===== src/a5d_pkg.sv =====
`timescale 1ns / 1ps
// ----------------------------------------------------------------------------
// a5d_pkg
// Shared types, constants and pattern tables for the A5 world decompressor.
// ----------------------------------------------------------------------------
package a5d_pkg;

    localparam int CMD_DEPTH = 4;
    localparam int CMD_PTR_W = $clog2(CMD_DEPTH);
    localparam int COUNT_W   = 7;
    localparam int IDX_W     = COUNT_W - 1;

    localparam logic [1:0] KIND_FILL    = 2'd0;
    localparam logic [1:0] KIND_PATTERN = 2'd1;
    localparam logic [1:0] KIND_STATUS  = 2'd2;

    localparam logic REG_BASE_ADDRESS     = 1'b0;
    localparam logic REG_JUMP_TABLE_START = 1'b1;

    localparam logic [31:0] JUMP_TABLE_START_RESET = 32'd40;

    localparam logic [63:0] PAT_ROW0 = 64'h0000_FFFF_0000_0000;
    localparam logic [63:0] PAT_ROW1 = 64'h0000_00FF_0000_0000;
    localparam logic [63:0] PAT_ROW2 = 64'h0000_0000_0000_F0A9;
    localparam logic [63:0] PAT_ROW3 = 64'h0000_0000_0000_F0A9;

    localparam logic [7:0] PAT_SRC0 = 8'hC0;
    localparam logic [7:0] PAT_SRC1 = 8'hE0;
    localparam logic [7:0] PAT_SRC2 = 8'hB0;
    localparam logic [7:0] PAT_SRC3 = 8'hB8;

    typedef struct packed {
        logic [1:0]         kind;
        logic [31:0]        addr;
        logic [COUNT_W-1:0] count;
        logic [7:0]         data;
        logic [1:0]         sel;
        logic [2:0]         pos;
        logic               seg_end;
        logic               done;
        logic               jump;
        logic               bad;
    } cmd_t;

    function automatic logic [7:0] pat_src(input logic [1:0] sel);
        logic [7:0] m;
        begin
            case (sel)
                2'd0:    m = PAT_SRC0;
                2'd1:    m = PAT_SRC1;
                2'd2:    m = PAT_SRC2;
                2'd3:    m = PAT_SRC3;
                default: m = PAT_SRC0;
            endcase
            return m;
        end
    endfunction

    function automatic logic [7:0] pat_byte(input logic [1:0] sel, input logic [2:0] pos);
        logic [63:0] row;
        begin
            case (sel)
                2'd0:    row = PAT_ROW0;
                2'd1:    row = PAT_ROW1;
                2'd2:    row = PAT_ROW2;
                2'd3:    row = PAT_ROW3;
                default: row = PAT_ROW0;
            endcase
            return row[{pos, 3'b000} +: 8];
        end
    endfunction

    // Count fixed bytes from pos up to the next source slot or the pattern end.
    function automatic logic [3:0] fixed_len(input logic [1:0] sel, input logic [3:0] pos);
        logic [3:0] cnt;
        logic       stop;
        logic [7:0] src;
        begin
            cnt  = 4'd0;
            stop = 1'b0;
            src  = pat_src(sel);
            for (int p = 0; p < 8; p++)
            begin
                if ((4'(p) >= pos) && !stop)
                begin
                    if (src[p])
                        stop = 1'b1;
                    else
                        cnt = cnt + 4'd1;
                end
            end
            return cnt;
        end
    endfunction

endpackage


===== src/a5_data_stream_decompressor.sv =====
`timescale 1ns / 1ps
// ----------------------------------------------------------------------------
// a5_data_stream_decompressor
// Rebuilds an A5 globals area from a compressed byte stream as write events.
// ----------------------------------------------------------------------------
// The parser takes one stream byte per cycle while its four-entry command
// queue has room; each byte turns into at most one command. The emitter
// drains the queue at one result per cycle while out_ready allows, so a
// byte that expands into N results (fills of up to 64, pattern runs of up
// to 6) holds the output for all N results; input stalls once the queue is
// full. Literal bytes and status events pass at one per cycle. An accepted
// byte's command goes through the queue, then the registered output stage.
// Configuration writes take effect at the next completed segment offset.
// ----------------------------------------------------------------------------
module a5_data_stream_decompressor #(
    parameter int SEGMENT_COUNT = 3,
    parameter int HEADER_BYTES  = 4
) (
    input  logic        clk,
    input  logic        rst_n,
    input  logic        cfg_write,
    input  logic        cfg_index,
    input  logic [31:0] cfg_data,
    input  logic        in_valid,
    output logic        in_ready,
    input  logic [7:0]  in_byte,
    input  logic        start_stream,
    output logic        out_valid,
    input  logic        out_ready,
    output logic        is_write,
    output logic [31:0] out_address,
    output logic [7:0]  out_byte,
    output logic        run_last,
    output logic        segment_end,
    output logic        stream_done,
    output logic        into_jump_table,
    output logic        bad_code
);

    logic          cmd_push;
    a5d_pkg::cmd_t cmd_wdata;
    logic          cmd_full;
    logic          cmd_pop;
    a5d_pkg::cmd_t cmd_rdata;
    logic          cmd_nonempty;

    a5d_front #(
        .SEGMENT_COUNT (SEGMENT_COUNT),
        .HEADER_BYTES  (HEADER_BYTES)
    ) u_front (
        .clk          (clk),
        .rst_n        (rst_n),
        .cfg_write    (cfg_write),
        .cfg_index    (cfg_index),
        .cfg_data     (cfg_data),
        .in_valid     (in_valid),
        .in_ready     (in_ready),
        .in_byte      (in_byte),
        .start_stream (start_stream),
        .cmd_push     (cmd_push),
        .cmd_data     (cmd_wdata),
        .cmd_full     (cmd_full)
    );

    a5d_cmd_fifo u_fifo (
        .clk      (clk),
        .rst_n    (rst_n),
        .push     (cmd_push),
        .wdata    (cmd_wdata),
        .full     (cmd_full),
        .pop      (cmd_pop),
        .rdata    (cmd_rdata),
        .nonempty (cmd_nonempty)
    );

    a5d_back u_back (
        .clk             (clk),
        .rst_n           (rst_n),
        .cmd_valid       (cmd_nonempty),
        .cmd             (cmd_rdata),
        .cmd_pop         (cmd_pop),
        .out_valid       (out_valid),
        .out_ready       (out_ready),
        .is_write        (is_write),
        .out_address     (out_address),
        .out_byte        (out_byte),
        .run_last        (run_last),
        .segment_end     (segment_end),
        .stream_done     (stream_done),
        .into_jump_table (into_jump_table),
        .bad_code        (bad_code)
    );

endmodule


===== src/a5d_front.sv =====
`timescale 1ns / 1ps
// ----------------------------------------------------------------------------
// a5d_front
// Stream parser: skips the header, gathers segment offsets, decodes codes and
// issues one write-run or status command per input byte that yields results.
// ----------------------------------------------------------------------------
module a5d_front #(
    parameter int SEGMENT_COUNT = 3,
    parameter int HEADER_BYTES  = 4
) (
    input  logic              clk,
    input  logic              rst_n,
    input  logic              cfg_write,
    input  logic              cfg_index,
    input  logic [31:0]       cfg_data,
    input  logic              in_valid,
    output logic              in_ready,
    input  logic [7:0]        in_byte,
    input  logic              start_stream,
    output logic              cmd_push,
    output a5d_pkg::cmd_t     cmd_data,
    input  logic              cmd_full
);

    localparam logic [2:0] PH_HEADER   = 3'd0;
    localparam logic [2:0] PH_OFFSET   = 3'd1;
    localparam logic [2:0] PH_CODE     = 3'd2;
    localparam logic [2:0] PH_LITERAL  = 3'd3;
    localparam logic [2:0] PH_FILLDATA = 3'd4;
    localparam logic [2:0] PH_PATTERN  = 3'd5;
    localparam logic [2:0] PH_DONE     = 3'd6;

    localparam logic [2:0] PH_START = (HEADER_BYTES == 0) ? PH_OFFSET : PH_HEADER;

    logic [2:0]  phase_reg,  phase_next;
    logic [2:0]  cnt_reg,    cnt_next;
    logic [31:0] gather_reg, gather_next;
    logic [31:0] dest_reg,   dest_next;
    logic [1:0]  seg_reg,    seg_next;
    logic [7:0]  run_reg,    run_next;
    logic [1:0]  sel_reg,    sel_next;
    logic        jump_reg,   jump_next;
    logic        err_reg,    err_next;
    logic [31:0] base_reg;
    logic [31:0] jts_reg;

    assign in_ready = !cmd_full;

    always_comb
    begin
        logic [2:0]  ph;
        logic [2:0]  cnt;
        logic [31:0] gat;
        logic [31:0] dst;
        logic [1:0]  seg;
        logic [7:0]  run;
        logic [1:0]  sel;
        logic        jmp;
        logic        err;
        logic [3:0]  flen;
        logic [3:0]  npos;
        logic [3:0]  cnt_inc;
        logic        last;

        ph   = phase_reg;
        cnt  = cnt_reg;
        gat  = gather_reg;
        dst  = dest_reg;
        seg  = seg_reg;
        run  = run_reg;
        sel  = sel_reg;
        jmp  = jump_reg;
        err  = err_reg;
        flen = 4'd0;
        npos = 4'd0;
        cnt_inc = 4'd0;
        last = 1'b0;
        cmd_push = 1'b0;
        cmd_data = '0;
        cmd_data.kind = a5d_pkg::KIND_FILL;

        if (in_valid && in_ready)
        begin
            if (start_stream)
            begin
                ph  = PH_START;
                cnt = 3'd0;
                gat = 32'd0;
                dst = 32'd0;
                seg = 2'd0;
                run = 8'd0;
                sel = 2'd0;
                jmp = 1'b0;
                err = 1'b0;
            end
            cnt_inc = {1'b0, cnt} + 4'd1;
            cmd_data.addr = dst;
            cmd_data.data = in_byte;
            if (!err && ph != PH_DONE)
            begin
                case (ph)
                    PH_HEADER:
                    begin
                        cnt = cnt_inc[2:0];
                        if (cnt_inc >= 4'(HEADER_BYTES))
                        begin
                            cnt = 3'd0;
                            gat = 32'd0;
                            ph  = PH_OFFSET;
                        end
                    end
                    PH_OFFSET:
                    begin
                        gat = {gat[23:0], in_byte};
                        cnt = cnt_inc[2:0];
                        if (cnt_inc >= 4'd4)
                        begin
                            cnt = 3'd0;
                            jmp = ($signed(gat) >= $signed(jts_reg));
                            dst = base_reg + gat;
                            cmd_push      = 1'b1;
                            cmd_data.kind = a5d_pkg::KIND_STATUS;
                            cmd_data.addr = dst;
                            cmd_data.data = 8'd0;
                            cmd_data.count = a5d_pkg::COUNT_W'(1);
                            ph = PH_CODE;
                        end
                    end
                    PH_CODE:
                    begin
                        if (in_byte[7])
                        begin
                            run = {1'b0, in_byte[6:0]} + 8'd1;
                            ph  = PH_LITERAL;
                        end
                        else if (in_byte[6])
                        begin
                            cmd_push       = 1'b1;
                            cmd_data.data  = 8'h00;
                            cmd_data.count = {1'b0, in_byte[5:0]} + 7'd1;
                            dst = dst + 32'(cmd_data.count);
                        end
                        else if (in_byte[5])
                        begin
                            run = {3'b000, in_byte[4:0]} + 8'd2;
                            ph  = PH_FILLDATA;
                        end
                        else if (in_byte[4])
                        begin
                            cmd_push       = 1'b1;
                            cmd_data.data  = 8'hFF;
                            cmd_data.count = {3'b000, in_byte[3:0]} + 7'd1;
                            dst = dst + 32'(cmd_data.count);
                        end
                        else if (in_byte == 8'd0)
                        begin
                            last = (({1'b0, seg} + 3'd1) >= 3'(SEGMENT_COUNT));
                            cmd_push         = 1'b1;
                            cmd_data.kind    = a5d_pkg::KIND_STATUS;
                            cmd_data.data    = 8'd0;
                            cmd_data.count   = a5d_pkg::COUNT_W'(1);
                            cmd_data.seg_end = 1'b1;
                            cmd_data.done    = last;
                            if (last)
                                ph = PH_DONE;
                            else
                            begin
                                seg = seg + 2'd1;
                                ph  = PH_OFFSET;
                                cnt = 3'd0;
                                gat = 32'd0;
                            end
                        end
                        else if (in_byte <= 8'd4)
                        begin
                            sel  = 2'(in_byte - 8'd1);
                            flen = a5d_pkg::fixed_len(sel, 4'd0);
                            npos = flen;
                            cmd_push       = (flen != 4'd0);
                            cmd_data.kind  = a5d_pkg::KIND_PATTERN;
                            cmd_data.sel   = sel;
                            cmd_data.pos   = 3'd0;
                            cmd_data.count = {3'b000, flen};
                            dst = dst + 32'(flen);
                            if (npos[3])
                            begin
                                cnt = 3'd0;
                                ph  = PH_CODE;
                            end
                            else
                            begin
                                cnt = npos[2:0];
                                ph  = PH_PATTERN;
                            end
                        end
                        else
                        begin
                            err = 1'b1;
                            cmd_push       = 1'b1;
                            cmd_data.kind  = a5d_pkg::KIND_STATUS;
                            cmd_data.data  = 8'd0;
                            cmd_data.count = a5d_pkg::COUNT_W'(1);
                            cmd_data.bad   = 1'b1;
                        end
                    end
                    PH_LITERAL:
                    begin
                        cmd_push       = 1'b1;
                        cmd_data.count = a5d_pkg::COUNT_W'(1);
                        dst = dst + 32'd1;
                        if (run != 8'd0)
                            run = run - 8'd1;
                        if (run == 8'd0)
                            ph = PH_CODE;
                    end
                    PH_FILLDATA:
                    begin
                        cmd_push       = (run != 8'd0);
                        cmd_data.count = run[a5d_pkg::COUNT_W-1:0];
                        dst = dst + {24'd0, run};
                        run = 8'd0;
                        ph  = PH_CODE;
                    end
                    PH_PATTERN:
                    begin
                        flen = a5d_pkg::fixed_len(sel, cnt_inc);
                        npos = cnt_inc + flen;
                        cmd_push       = 1'b1;
                        cmd_data.kind  = a5d_pkg::KIND_PATTERN;
                        cmd_data.sel   = sel;
                        cmd_data.pos   = cnt;
                        cmd_data.count = {3'b000, flen} + 7'd1;
                        dst = dst + 32'(cmd_data.count);
                        if (npos[3])
                        begin
                            cnt = 3'd0;
                            ph  = PH_CODE;
                        end
                        else
                            cnt = npos[2:0];
                    end
                    default:
                    begin
                        ph = phase_reg;
                    end
                endcase
            end
            cmd_data.jump = jmp;
        end

        phase_next  = ph;
        cnt_next    = cnt;
        gather_next = gat;
        dest_next   = dst;
        seg_next    = seg;
        run_next    = run;
        sel_next    = sel;
        jump_next   = jmp;
        err_next    = err;
    end

    always_ff @(posedge clk or negedge rst_n)
    begin
        if (!rst_n)
        begin
            phase_reg  <= PH_START;
            cnt_reg    <= 3'd0;
            gather_reg <= 32'd0;
            dest_reg   <= 32'd0;
            seg_reg    <= 2'd0;
            run_reg    <= 8'd0;
            sel_reg    <= 2'd0;
            jump_reg   <= 1'b0;
            err_reg    <= 1'b0;
            base_reg   <= 32'd0;
            jts_reg    <= a5d_pkg::JUMP_TABLE_START_RESET;
        end
        else
        begin
            phase_reg  <= phase_next;
            cnt_reg    <= cnt_next;
            gather_reg <= gather_next;
            dest_reg   <= dest_next;
            seg_reg    <= seg_next;
            run_reg    <= run_next;
            sel_reg    <= sel_next;
            jump_reg   <= jump_next;
            err_reg    <= err_next;
            if (cfg_write && cfg_index == a5d_pkg::REG_BASE_ADDRESS)
                base_reg <= cfg_data;
            if (cfg_write && cfg_index == a5d_pkg::REG_JUMP_TABLE_START)
                jts_reg <= cfg_data;
        end
    end

endmodule


===== src/a5d_cmd_fifo.sv =====
`timescale 1ns / 1ps
// ----------------------------------------------------------------------------
// a5d_cmd_fifo
// Short command queue between the stream parser and the result emitter.
// ----------------------------------------------------------------------------
module a5d_cmd_fifo (
    input  logic          clk,
    input  logic          rst_n,
    input  logic          push,
    input  a5d_pkg::cmd_t wdata,
    output logic          full,
    input  logic          pop,
    output a5d_pkg::cmd_t rdata,
    output logic          nonempty
);

    a5d_pkg::cmd_t                mem [a5d_pkg::CMD_DEPTH];
    logic [a5d_pkg::CMD_PTR_W-1:0] wptr_reg, wptr_next;
    logic [a5d_pkg::CMD_PTR_W-1:0] rptr_reg, rptr_next;
    logic [a5d_pkg::CMD_PTR_W:0]   fill_reg, fill_next;

    assign full     = (fill_reg == (a5d_pkg::CMD_PTR_W + 1)'(a5d_pkg::CMD_DEPTH));
    assign nonempty = (fill_reg != '0);
    assign rdata    = mem[rptr_reg];

    always_comb
    begin
        wptr_next = wptr_reg;
        rptr_next = rptr_reg;
        fill_next = fill_reg;
        if (push)
            wptr_next = wptr_reg + 1'b1;
        if (pop)
            rptr_next = rptr_reg + 1'b1;
        if (push && !pop)
            fill_next = fill_reg + 1'b1;
        else if (!push && pop)
            fill_next = fill_reg - 1'b1;
    end

    always_ff @(posedge clk)
    begin
        if (push)
            mem[wptr_reg] <= wdata;
    end

    always_ff @(posedge clk or negedge rst_n)
    begin
        if (!rst_n)
        begin
            wptr_reg <= '0;
            rptr_reg <= '0;
            fill_reg <= '0;
        end
        else
        begin
            wptr_reg <= wptr_next;
            rptr_reg <= rptr_next;
            fill_reg <= fill_next;
        end
    end

endmodule


===== src/a5d_back.sv =====
`timescale 1ns / 1ps
// ----------------------------------------------------------------------------
// a5d_back
// Result emitter: expands the head command into a registered output stage at
// one result per cycle while that stage is empty or being drained.
// ----------------------------------------------------------------------------
module a5d_back (
    input  logic          clk,
    input  logic          rst_n,
    input  logic          cmd_valid,
    input  a5d_pkg::cmd_t cmd,
    output logic          cmd_pop,
    output logic          out_valid,
    input  logic          out_ready,
    output logic          is_write,
    output logic [31:0]   out_address,
    output logic [7:0]    out_byte,
    output logic          run_last,
    output logic          segment_end,
    output logic          stream_done,
    output logic          into_jump_table,
    output logic          bad_code
);

    logic [a5d_pkg::IDX_W-1:0] idx_reg, idx_next;
    logic                      valid_reg, valid_next;
    logic                      load;
    logic                      last;
    logic [2:0]                pos;
    logic [7:0]                pat_src_mask;
    logic [7:0]                byte_sel;

    logic        is_write_reg;
    logic [31:0] addr_reg;
    logic [7:0]  byte_reg;
    logic        last_reg;
    logic        seg_end_reg;
    logic        done_reg;
    logic        jump_reg;
    logic        bad_reg;

    assign load = cmd_valid && (!valid_reg || out_ready);
    assign last = (({1'b0, idx_reg} + a5d_pkg::COUNT_W'(1)) == cmd.count);
    assign cmd_pop = load && last;
    assign pos = cmd.pos + idx_reg[2:0];
    assign pat_src_mask = a5d_pkg::pat_src(cmd.sel);

    always_comb
    begin
        case (cmd.kind)
            a5d_pkg::KIND_PATTERN:
                byte_sel = pat_src_mask[pos] ? cmd.data : a5d_pkg::pat_byte(cmd.sel, pos);
            a5d_pkg::KIND_STATUS:
                byte_sel = 8'd0;
            default:
                byte_sel = cmd.data;
        endcase
    end

    always_comb
    begin
        idx_next   = idx_reg;
        valid_next = valid_reg;
        if (load)
        begin
            valid_next = 1'b1;
            idx_next   = last ? '0 : idx_reg + 1'b1;
        end
        else if (out_ready)
            valid_next = 1'b0;
    end

    always_ff @(posedge clk or negedge rst_n)
    begin
        if (!rst_n)
        begin
            idx_reg   <= '0;
            valid_reg <= 1'b0;
        end
        else
        begin
            idx_reg   <= idx_next;
            valid_reg <= valid_next;
        end
    end

    always_ff @(posedge clk)
    begin
        if (load)
        begin
            is_write_reg <= (cmd.kind != a5d_pkg::KIND_STATUS);
            addr_reg     <= cmd.addr + 32'(idx_reg);
            byte_reg     <= byte_sel;
            last_reg     <= last;
            seg_end_reg  <= cmd.seg_end;
            done_reg     <= cmd.done;
            jump_reg     <= cmd.jump;
            bad_reg      <= cmd.bad;
        end
    end

    assign out_valid       = valid_reg;
    assign is_write        = is_write_reg;
    assign out_address     = addr_reg;
    assign out_byte        = byte_reg;
    assign run_last        = last_reg;
    assign segment_end     = seg_end_reg;
    assign stream_done     = done_reg;
    assign into_jump_table = jump_reg;
    assign bad_code        = bad_reg;

endmodule

===== config.mk =====
export PLATFORM = sky130hd
export DESIGN_NAME = a5_data_stream_decompressor
export DESIGN_NICKNAME = d
export VERILOG_FILES = /design/src/a5d_pkg.sv /design/src/a5_data_stream_decompressor.sv /design/src/a5d_front.sv /design/src/a5d_cmd_fifo.sv /design/src/a5d_back.sv
export SDC_FILE = /design/constraint.sdc
export NUM_CORES = 1
export LEC_CHECK = 0
export BUFFER_PORTS_ARGS = -buffer_cell sky130_fd_sc_hd__buf_2
export CELL_PAD_IN_SITES_DETAIL_PLACEMENT = 1
export CELL_PAD_IN_SITES_GLOBAL_PLACEMENT = 1
export CORE_MARGIN = 5
export CORE_UTILIZATION = 52
export CTS_BUF_LIST = sky130_fd_sc_hd__clkbuf_8
export DETAILED_ROUTE_END_ITERATION = 10
export GPL_ROUTABILITY_DRIVEN = 0
export PLACE_DENSITY_LB_ADDON = 0.1
export SKIP_CTS_REPAIR_TIMING = 1
export SYNTH_ARGS = -nofsm -noshare
export SYNTH_HDL_FRONTEND = slang
export SYNTH_SLANG_ARGS = --single-unit

===== constraint.sdc =====
create_clock -name clk -period 8.5 [get_ports clk]
set_clock_uncertainty 0.2 [all_clocks]
set_input_delay 0.425 -clock clk [delete_from_list [all_inputs] [get_ports clk]]
set_output_delay 0.425 -clock clk [all_outputs]
set_load 0.005 [all_outputs]

==> impl_results.md, run 1 <==
- Clock share of power: 25.7%
- Largest cells by area after synthesis: edfxtp_1, dfrtp_1, ha_1
- Vias per inst: 6.51
- Min Tclk post-route: 8.03 ns
- Crit path required time: 8.89 ns
- Root buf cell: clkbuf_8
- Post-route ant nets: 0
- Critical Path AT: 8.42 ns
- Area share of the largest cell type after synthesis: 33.1%
- CTS H-Tree Depth: 3
- DRC Markers: 0
- Core ar.: 47800 µm²
- Fin area: 28200 µm²
- Total negative slack: 0 ns
- Setup WS pre-CTS: 0.597 ns
- Reg power frac: 38.7%
- Fin. Hold Viols: 0
- First-pass GRT wire length: 124 mm
- Seq cells post-synth: 432
- Post-DP HPWL: 56.9 mm
- Most common cell in the netlist: edfxtp_1
- Sequential area share after synthesis: 48.3%
- Reg2reg setup slack: 0.47 ns
- Final setup violation count: 0
- Max-Cap Viols: 0
- Worst Tran Pin Value: 1.18 ns
- Area leader, netlist: edfxtp_1
- CP max FO: 15
- Most common cell on crit path: ha_1
- Layout net count: 2634
- P per Cell Area: 272 nW/µm²
- Gate power share: 35.6%
- Bufs on Longest Clock Path: 3
- Most used DFF post-synth: edfxtp_1
- DRT Wirelength: 81.6 mm
- Die Ht: 230 µm
- Average cell area after synthesis: 10.8 µm²
- N_diodes: 0
- Setup ws final: 0.469 ns
- Count of cell types in the netlist: 81
- Worst hold path class: input pin to register
- Most frequent cells after synthesis: edfxtp_1, nand2_1, nor2_1
- Sw Share: 38.6%
- Status: finished, final reports clean
- Cell Area, Placed: 26300 µm²
- Top Ports: 95
- Area grow syn2layout: 11.7%
- Lkg Pwr: 11.1 nW
- Most flop-heavy register: u_fifo.mem
- Clock transition at the registers of the reported paths: 0.07 ns
- Max reg flops: 232
- Syn Nets: 2512
- Clock Latency Late Sink: 0.70 ns
- Mapped Area: 25200 µm²
- Final worst path period share: 94.5%
- Ys Warns: 0
- Post-synth EDFFs: 278
- Ys async rst share: 35.6%
- Internal: 0.00470 W
- Via count of the first global-routing pass: 21.3k
- Delay of the slowest cell on the worst path: 0.79 ns
- CTS tree: done
- Pin count of the biggest net entering global routing: 67
- Fmax: 0.125 GHz
- Fraction of layout instances using a drive strength above 1: 15.7%
- Die Span X: 230 µm
- Drt first pass iters: 6
- Total clock sinks: 432
- Startpoint type of the worst setup path: register
- Slowest cell on crit path: a31oi_1
- Net Switching: 0.00296 W
- Critical path class: register to register
- Drt wl/cell: 26.0 µm
- Cell count after synthesis: 2341
- Fillcell total: 5097
- RSZ-0062 raised after global routing: false
- Initial antenna violation count: 2
- Max IR drop VDD: 0.000135 V
- Max Transition Viols Final: 0
- Num CTS Buffers: 75
- Setup crit end kind: register
- Port Buf Inserts: 94
- DR iter-0 viols: 1683
- GRT overflow: 0
- Die footprint: 53100 µm²
- Via count of the routed design: 20.4k
- Worst-case headroom to the max-slew limit: 20.9%
- Overall routing resource usage: 29.9%
- Initial core utilization: 52.8%
- Num rows: 80
routing by layer:
metal | vias up | global-route usage (%) | part of all wire, %
met2 | 923 | 49.7 | 48
met1 | 10235 | 38.9 | 40
li1 | 9009 | - | -
met4 | 2 | 12.0 | 4.2
met5 | - | 0 | 0.025
met3 | 231 | 5.76 | 7.6
placed cells by master (no fill, tap or decap), types with 11 or more instances in the layout:
master           n
mux4_2          58
nand2b_1        20
nand4_1         28
nand3_1         56
xor2_1          48
o211ai_1        20
buf_2           93
buf_4           33
a31oi_1         28
and2_1          15
nand2_1        216
and3_1          27
a22oi_1         21
nor3_1          51
ha_1           116
clkbuf_8        83
mux2i_1         11
dlygate4sd3_1   35
o21ai_0        123
inv_1          110
dfrtp_1        150
xnor2_1         81
nor2b_1         61
a21oi_1        153
a211oi_1        30
a21o_1          39
nor4_1          16
a221oi_1        15
mux2_2          68
a22o_1          23
o22ai_1         20
edfxtp_1       278
nor2_1         181
or3_1           12
kinds of logic after synthesis:
kind of cell             Yosys count  share of synthesized area, %
adder cells (fa/ha/maj)          124                          6.38
other                              2                        0.0297
flip-flops                       432                          48.3
buffers and inverters            206                          3.15
multiplexers                     137                          8.64
AO/OA/AOI/OAI                    582                          15.1
XOR/XNOR                         129                          4.47
AND/OR/NAND/NOR                  729                          13.9
through the flow:
step	utilization (%)	power (W)	std cells	hold WS, ns
2_1_floorplan	-	0.00473	2341	-0.0706
3_3_place_gp	55.0	0.00548	2966	0.209
3_5_place_dp	55.0	0.00563	2966	0.210
4_1_cts	58.2	0.00762	3100	-0.533
5_1_grt	58.9	0.00806	3135	0.0321
6_report	58.9	0.00766	3135	0.0522
final timing paths:
check / start / end / depth (start not counted)
max: u_front.cnt_reg[1]$_DFFE_PN0P_ / u_front.dest_reg[12]$_DFFE_PN0P_ / 28
max reg2reg: u_front.cnt_reg[1]$_DFFE_PN0P_ / u_front.dest_reg[12]$_DFFE_PN0P_ / 28
min in group asynchronous: rst_n / u_front.dest_reg[0]$_DFFE_PN0P_ / 2
max in group asynchronous: rst_n / u_front.base_reg[26]$_DFFE_PN0P_ / 4
min: in_byte[2] / u_front.gather_reg[2]$_DFFE_PN0P_ / 2
min reg2reg: u_front.dest_reg[0]$_DFFE_PN0P_ / u_front.dest_reg[0]$_DFFE_PN0P_ / 2
power by group through the flow:
stage,Combinational [W],Sequential [W],Clock (W)
floorplan,0.00188,0.00285,0
global placement,0.00252,0.00296,0
detailed placement,0.00264,0.00298,0
CTS,0.00267,0.00295,0.00201
global route,0.00295,0.00299,0.00211
finish,0.00273,0.00296,0.00197
critical path: cells and delay by family, from the launching register on:
kind,cells,cell delay (ns)
AOI/OAI and AO/OA,9,2.73
xor gates and xnor gates,1,0.22
adders and majority gates,6,1.88
buffers and inverters,3,0.42
DFF,1,0.54
muxes,4,0.92
and+or+nand+nor,5,1.01
final cells by class:
type	instances	area, µm²	area share, %
Clock buffer	83	1140	4.05
Clock inverter	51	379	1.34
Inverter	89	334	1.19
Multi-Input combinational cell	1703	12300	43.6
Sequential cell	432	12200	43.3
Tap cell	615	769	2.73
Timing Repair Buffer	162	1070	3.81
Power figures use the tool's default switching activity.
==> run 2, diff against run 1 <==
==> constraint.sdc (replaced) <==
create_clock -name clk -period 8.5 [get_ports clk]
set_clock_uncertainty 0.2 [all_clocks]
set_input_delay 1.275 -clock clk [delete_from_list [all_inputs] [get_ports clk]]
set_output_delay 1.275 -clock clk [all_outputs]
set_load 0.005 [all_outputs]
==> run 2 against run 1 <==
Effect of this change: flip-flop and latch count unchanged; design area down 0.99%; hold slack improved by 0.21 ns; setup slack better by 0.44 ns; sequential power hardly changed; cell count down 0.73%.
==> impl_results.md, run 2 (synthesized netlist as in run 1, its figures left out) <==
- DR iter-0 viols: 1774
- Top Ports: 95
- DRC Markers: 0
- Clock transition at the registers of the reported paths: 0.06 ns
- Initial core utilization: 52.8%
- N_diodes: 0
- Delay of the slowest cell on the worst path: 0.56 ns
- Clock Latency Late Sink: 0.69 ns
- Post-Place Cells: 2972
- Fmax: 0.132 GHz
- Hold path start: u_front.dest_reg[0]$_DFFE_PN0P_
- Most common cell on crit path: ha_1
- Die footprint: 53100 µm²
- Startpoint type of the worst setup path: register
- Drt wl/cell: 25.9 µm
- Die Ht: 230 µm
- Status: finished, final reports clean
- CTS tree: done
- Initial antenna violation count: 0
- CTS H-Tree Depth: 3
- Setup crit end kind: register
- Worst setup startpoint: u_front.cnt_reg[1]$_DFFE_PN0P_
- Final worst path period share: 89.3%
- CP max FO: 15
- Max IR drop VDD: 0.000212 V
- Fin. Hold Viols: 0
- Min Tclk post-route: 7.59 ns
- Max-Cap Viols: 0
- Root buf cell: clkbuf_8
- Via count of the first global-routing pass: 21.4k
- Die Span X: 230 µm
- Post-route ant nets: 0
- Worst Tran Pin Value: 1.17 ns
- DRT Wirelength: 80.6 mm
- Total negative slack: 0 ns
- Area grow syn2layout: 10.6%
- Layout net count: 2605
- Max reg flops: 232
- Reg2reg start: u_front.cnt_reg[1]$_DFFE_PN0P_
- Port Buf Inserts: 94
- GRT overflow: 0
- Max Transition Viols Final: 0
- Final Util: 58.3%
- Total clock sinks: 432
- Critical path class: register to register
- Critical Path AT: 7.92 ns
- Fraction of layout instances using a drive strength above 1: 16.1%
- Post-DP HPWL: 56.1 mm
- P per Cell Area: 274 nW/µm²
- Most frequent cells in the layout: edfxtp_1, nand2_1, nor2_1, a21oi_1, dfrtp_1
- First-pass GRT wire length: 126 mm
- Delay-heaviest family, CP: compound AO/OA/AOI/OAI gates
- Num CTS Buffers: 75
- Most flop-heavy register: u_fifo.mem
- Num rows: 80
- Drt first pass iters: 5
- Final setup violation count: 0
- Crit path buf inv count: 3
- Commonest non-fill, non-tap cell in the layout: edfxtp_1
- Via count of the routed design: 20.3k
- Crit path required time: 8.83 ns
- Vias per inst: 6.53
- Fillcell total: 5140
- Post-Layout Cell Count: 3112
- Lkg Pwr: 11.0 nW
- Total power: 0.00765 W
- Overall routing resource usage: 30.2%
- Slowest cell on crit path: dfrtp_1
- Worst hold slack: 0.265 ns
- Worst hold path class: register to register
- RSZ-0062 raised after global routing: false
- Bufs on Longest Clock Path: 3
- Pin count of the biggest net entering global routing: 73
- Worst-case headroom to the max-slew limit: 21.9%
- Core ar.: 47800 µm²
==> run 2: cell types whose count changed in the layout (fill, tap and decap cells not counted), sizes merged <==
cell and change:
dlygate4sd3 -35, buf +6, clkinv +3, bufinv +1
clkinvlp +1, inv +1
==> run 2: power breakdown <==
part,switching [W],leakage [nW],internal (W)
Clock,0.000919,0.882,0.00106
Sequential,0.000310,4.53,0.00265
Combinational,0.00170,5.60,0.00100
Total,0.00293,11.0,0.00472
==> run 2: routing by layer <==
metal	GRT usage [%]	part of all wire, %	up-vias	wire (µm)
li1	-	-	8968	-
met1	40.2	42	10282	33500
met2	49.6	47	850	38200
met3	5.79	7.2	223	5810
met4	11.5	3.8	0	3100
met5	0	0	-	0
==> run 2: area by class of cell <==
type                       count  area [µm²]  area share (%)
clock buffer                  83        1140            4.09
clock inverter                57         405            1.45
inverter                      89         334            1.20
tap                          615         769            2.76
multi-input combinational   1703       12300            44.0
sequential                   432       12200            43.7
timing repair buffer         133         769            2.76
==> run 2: stage by stage <==
step	setup WS (ns)	area, µm²
6_report	0.905	27900
5_1_grt	0.542	27900
4_1_cts	1.04	27900
3_5_place_dp	0.615	26400
3_3_place_gp	0.869	26400
2_1_floorplan	0.455	25200
==> run 2: path summary, 6_finish.rpt <==
kind / end / slack [ns] / cells past startpoint
setup / recovery: u_front.dest_reg[17]$_DFFE_PN0P_ / 0.91 / 27
hold / removal: u_front.dest_reg[0]$_DFFE_PN0P_ / 0.27 / 2
setup reg to reg: u_front.dest_reg[17]$_DFFE_PN0P_ / 0.91 / 27
hold reg to reg: u_front.dest_reg[0]$_DFFE_PN0P_ / 0.27 / 2
max in group asynchronous: u_front.base_reg[22]$_DFFE_PN0P_ / 5.84 / 3
min in group asynchronous: u_front.run_reg[0]$_DFFE_PN0P_ / 0.34 / 1
==> run 2: tightest hold or removal path, delay by kind of cell, from the launching register on <==
family	cells	cell delay (ns)
and+or+nand+nor	2	0.10
DFF	1	0.33
==> run 3, diff against run 2 <==
- BUFFER_PORTS_ARGS: -buffer_cell sky130_fd_sc_hd__buf_2 -> -buffer_cell sky130_fd_sc_hd__clkbuf_2
- PLACE_DENSITY: unset -> 0.8
- PLACE_DENSITY_LB_ADDON: 0.1 -> unset
==> run 3 against run 2 <==
Effect of this change: maximum frequency up 0.64%; clock power fell by 4%; non-clock buffer count fell by 4; via count is 0.10% lower; sequential share of layout area up 0.15 points; core utilization shrank 0.20 points; combinational power hardly changed; design area down 0.35%; first-iteration DRC count grew 4.1%; wire length shrank 1.9%; power is 1.2% lower; largest cell class unchanged.
==> impl_results.md, run 3 (synthesized netlist as in run 1, its figures left out) <==
- Status: finished, final reports clean
- Most frequent cells in the layout: edfxtp_1, nand2_1, nor2_1, a21oi_1, dfrtp_1
- Total clock sinks: 432
- Lkg Pwr: 10.9 nW
- Post-route ant nets: 0
- Num CTS Buffers: 73
- Crit path required time: 8.90 ns
- Worst hold path class: register to register
- Max-Cap Viols: 0
- Total power: 0.00756 W
- Via count of the first global-routing pass: 21.3k
- Total negative slack: 0 ns
- CTS H-Tree Depth: 3
- Clock Latency Late Sink: 0.69 ns
- Pin count of the biggest net entering global routing: 97
- Fraction of layout instances using a drive strength above 1: 15.9%
- Via count of the routed design: 20.3k
- Critical Path AT: 7.94 ns
- Die Ht: 230 µm
- Max reg flops: 232
- DR iter-0 viols: 1846
- Root buf cell: clkbuf_8
- Startpoint type of the worst setup path: register
- Max Transition Viols Final: 0
- Post-DP HPWL: 55.5 mm
- Setup crit end kind: register
- Initial core utilization: 52.8%
- Fillcell total: 5161
- Max IR drop VDD: 0.000153 V
- Num rows: 80
- Fmax: 0.133 GHz
- Worst-case headroom to the max-slew limit: 18.6%
- Bufs on Longest Clock Path: 3
- Initial antenna violation count: 1
- Worst hold slack: 0.270 ns
- First-pass GRT wire length: 124 mm
- CTS tree: done
- RSZ-0062 raised after global routing: false
- Die Span X: 230 µm
- Worst Tran Pin Value: 1.21 ns
- Clock transition at the registers of the reported paths: 0.06 ns
- Layout net count: 2599
- Overall routing resource usage: 29.6%
- Vias per inst: 6.54
- DRT Wirelength: 79.1 mm
- Most flop-heavy register: u_fifo.mem
- GRT overflow: 0
- Top Ports: 95
- Core ar.: 47800 µm²
- Area grow syn2layout: 10.2%
- P per Cell Area: 272 nW/µm²
- Final setup violation count: 0
- Drt wl/cell: 25.5 µm
- Final worst path period share: 88.8%
- Commonest non-fill, non-tap cell in the layout: edfxtp_1
- Die footprint: 53100 µm²
- Min Tclk post-route: 7.55 ns
- Critical path class: register to register
- Port Buf Inserts: 94
- Fin. Hold Viols: 0
- CP max FO: 15
- DRC Markers: 0
- Drt first pass iters: 6
## run 3: changes by cell type in the layout (fill, tap and decap cells not counted)
| cell | before | now |
|---|---|---|
| buf_4 | 39 | 35 |
| buf_2 | 93 | 1 |
| clkinv_1 | 10 | 14 |
| clkbuf_2 | 0 | 92 |
| bufinv_16 | 5 | 3 |
| clkinv_2 | 9 | 8 |
| inv_8 | 1 | 2 |
| diode_2 | 0 | 1 |
| inv_1 | 114 | 106 |
## run 3: final timing paths
| kind | slack (ns) | to | depth (start not counted) | start |
|---|---|---|---|---|
| worst max-delay path | 0.95 | u_front.dest_reg[15]$_DFFE_PN0P_ | 26 | u_front.cnt_reg[1]$_DFFE_PN0P_ |
| worst min-delay path | 0.27 | u_front.dest_reg[0]$_DFFE_PN0P_ | 2 | u_front.dest_reg[0]$_DFFE_PN0P_ |
| worst max register to register | 0.95 | u_front.dest_reg[15]$_DFFE_PN0P_ | 26 | u_front.cnt_reg[1]$_DFFE_PN0P_ |
| worst min register to register | 0.27 | u_front.dest_reg[0]$_DFFE_PN0P_ | 2 | u_front.dest_reg[0]$_DFFE_PN0P_ |
| max in group asynchronous | 6.09 | u_front.dest_reg[27]$_DFFE_PN0P_ | 2 | rst_n |
| min in group asynchronous | 0.52 | u_front.base_reg[2]$_DFFE_PN0P_ | 1 | rst_n |
## run 3: area by class of cell
cell class / count / area, µm² / share of cell area [%]
Inverter: 89 / 334 / 1.20
Timing Repair Buffer: 129 / 739 / 2.66
Sequential cell: 432 / 12200 / 43.9
Tap cell: 615 / 769 / 2.77
Clock buffer: 83 / 1140 / 4.11
Antenna cell: 1 / 2.50 / 0.00900
Multi-Input combinational cell: 1703 / 12300 / 44.2
Clock inverter: 51 / 337 / 1.21
## run 3: critical path: stages (launching register included)
cell and delay, ns:
dfrtp_1 0.55, or2_2 0.39, o21ai_0 0.29, inv_1 0.08, ha_1 0.42, nor3b_1 0.09, a211oi_1 0.38, inv_1 0.19
ha_1 0.32, mux2_2 0.29, ha_1 0.30, mux2_2 0.30, ha_1 0.30, mux2i_1 0.22, inv_1 0.12, ha_1 0.24
xnor2_1 0.15, mux2i_1 0.16, nor2_1 0.08, ha_1 0.38, o21ai_0 0.12, o21ai_0 0.36, a41oi_1 0.37, or3_1 0.46
or4_1 0.40, a31oi_1 0.18, a21o_1 0.10
## run 3: power breakdown
part | switching (W) | internal (W) | total [W] | leakage (nW)
Combinational | 0.00169 | 0.00100 | 0.00270 | 5.60
Clock | 0.000901 | 0.000998 | 0.00190 | 0.819
Sequential | 0.000316 | 0.00265 | 0.00297 | 4.53
## run 3: metrics by stage
step | setup WS, ns | instances | utilization (%) | cell area [µm²]
2_1_floorplan | 0.455 | 2341 | - | 25200
3_3_place_gp | 0.760 | 2968 | 55.0 | 26300
3_5_place_dp | 0.493 | 2968 | 55.0 | 26300
4_1_cts | 0.996 | 3102 | 58.1 | 27800
5_1_grt | 0.374 | 3103 | 58.1 | 27800
6_report | 0.953 | 3103 | 58.1 | 27800
## run 3: per-layer routing
layer / part of all wire [%] / global-route usage, % / wire (µm)
met1: 41 / 39.4 / 32500
met2: 47 / 48.3 / 36900
met3: 8.0 / 5.63 / 6320
met4: 4.2 / 12.0 / 3310
met5: 0 / 0 / 0
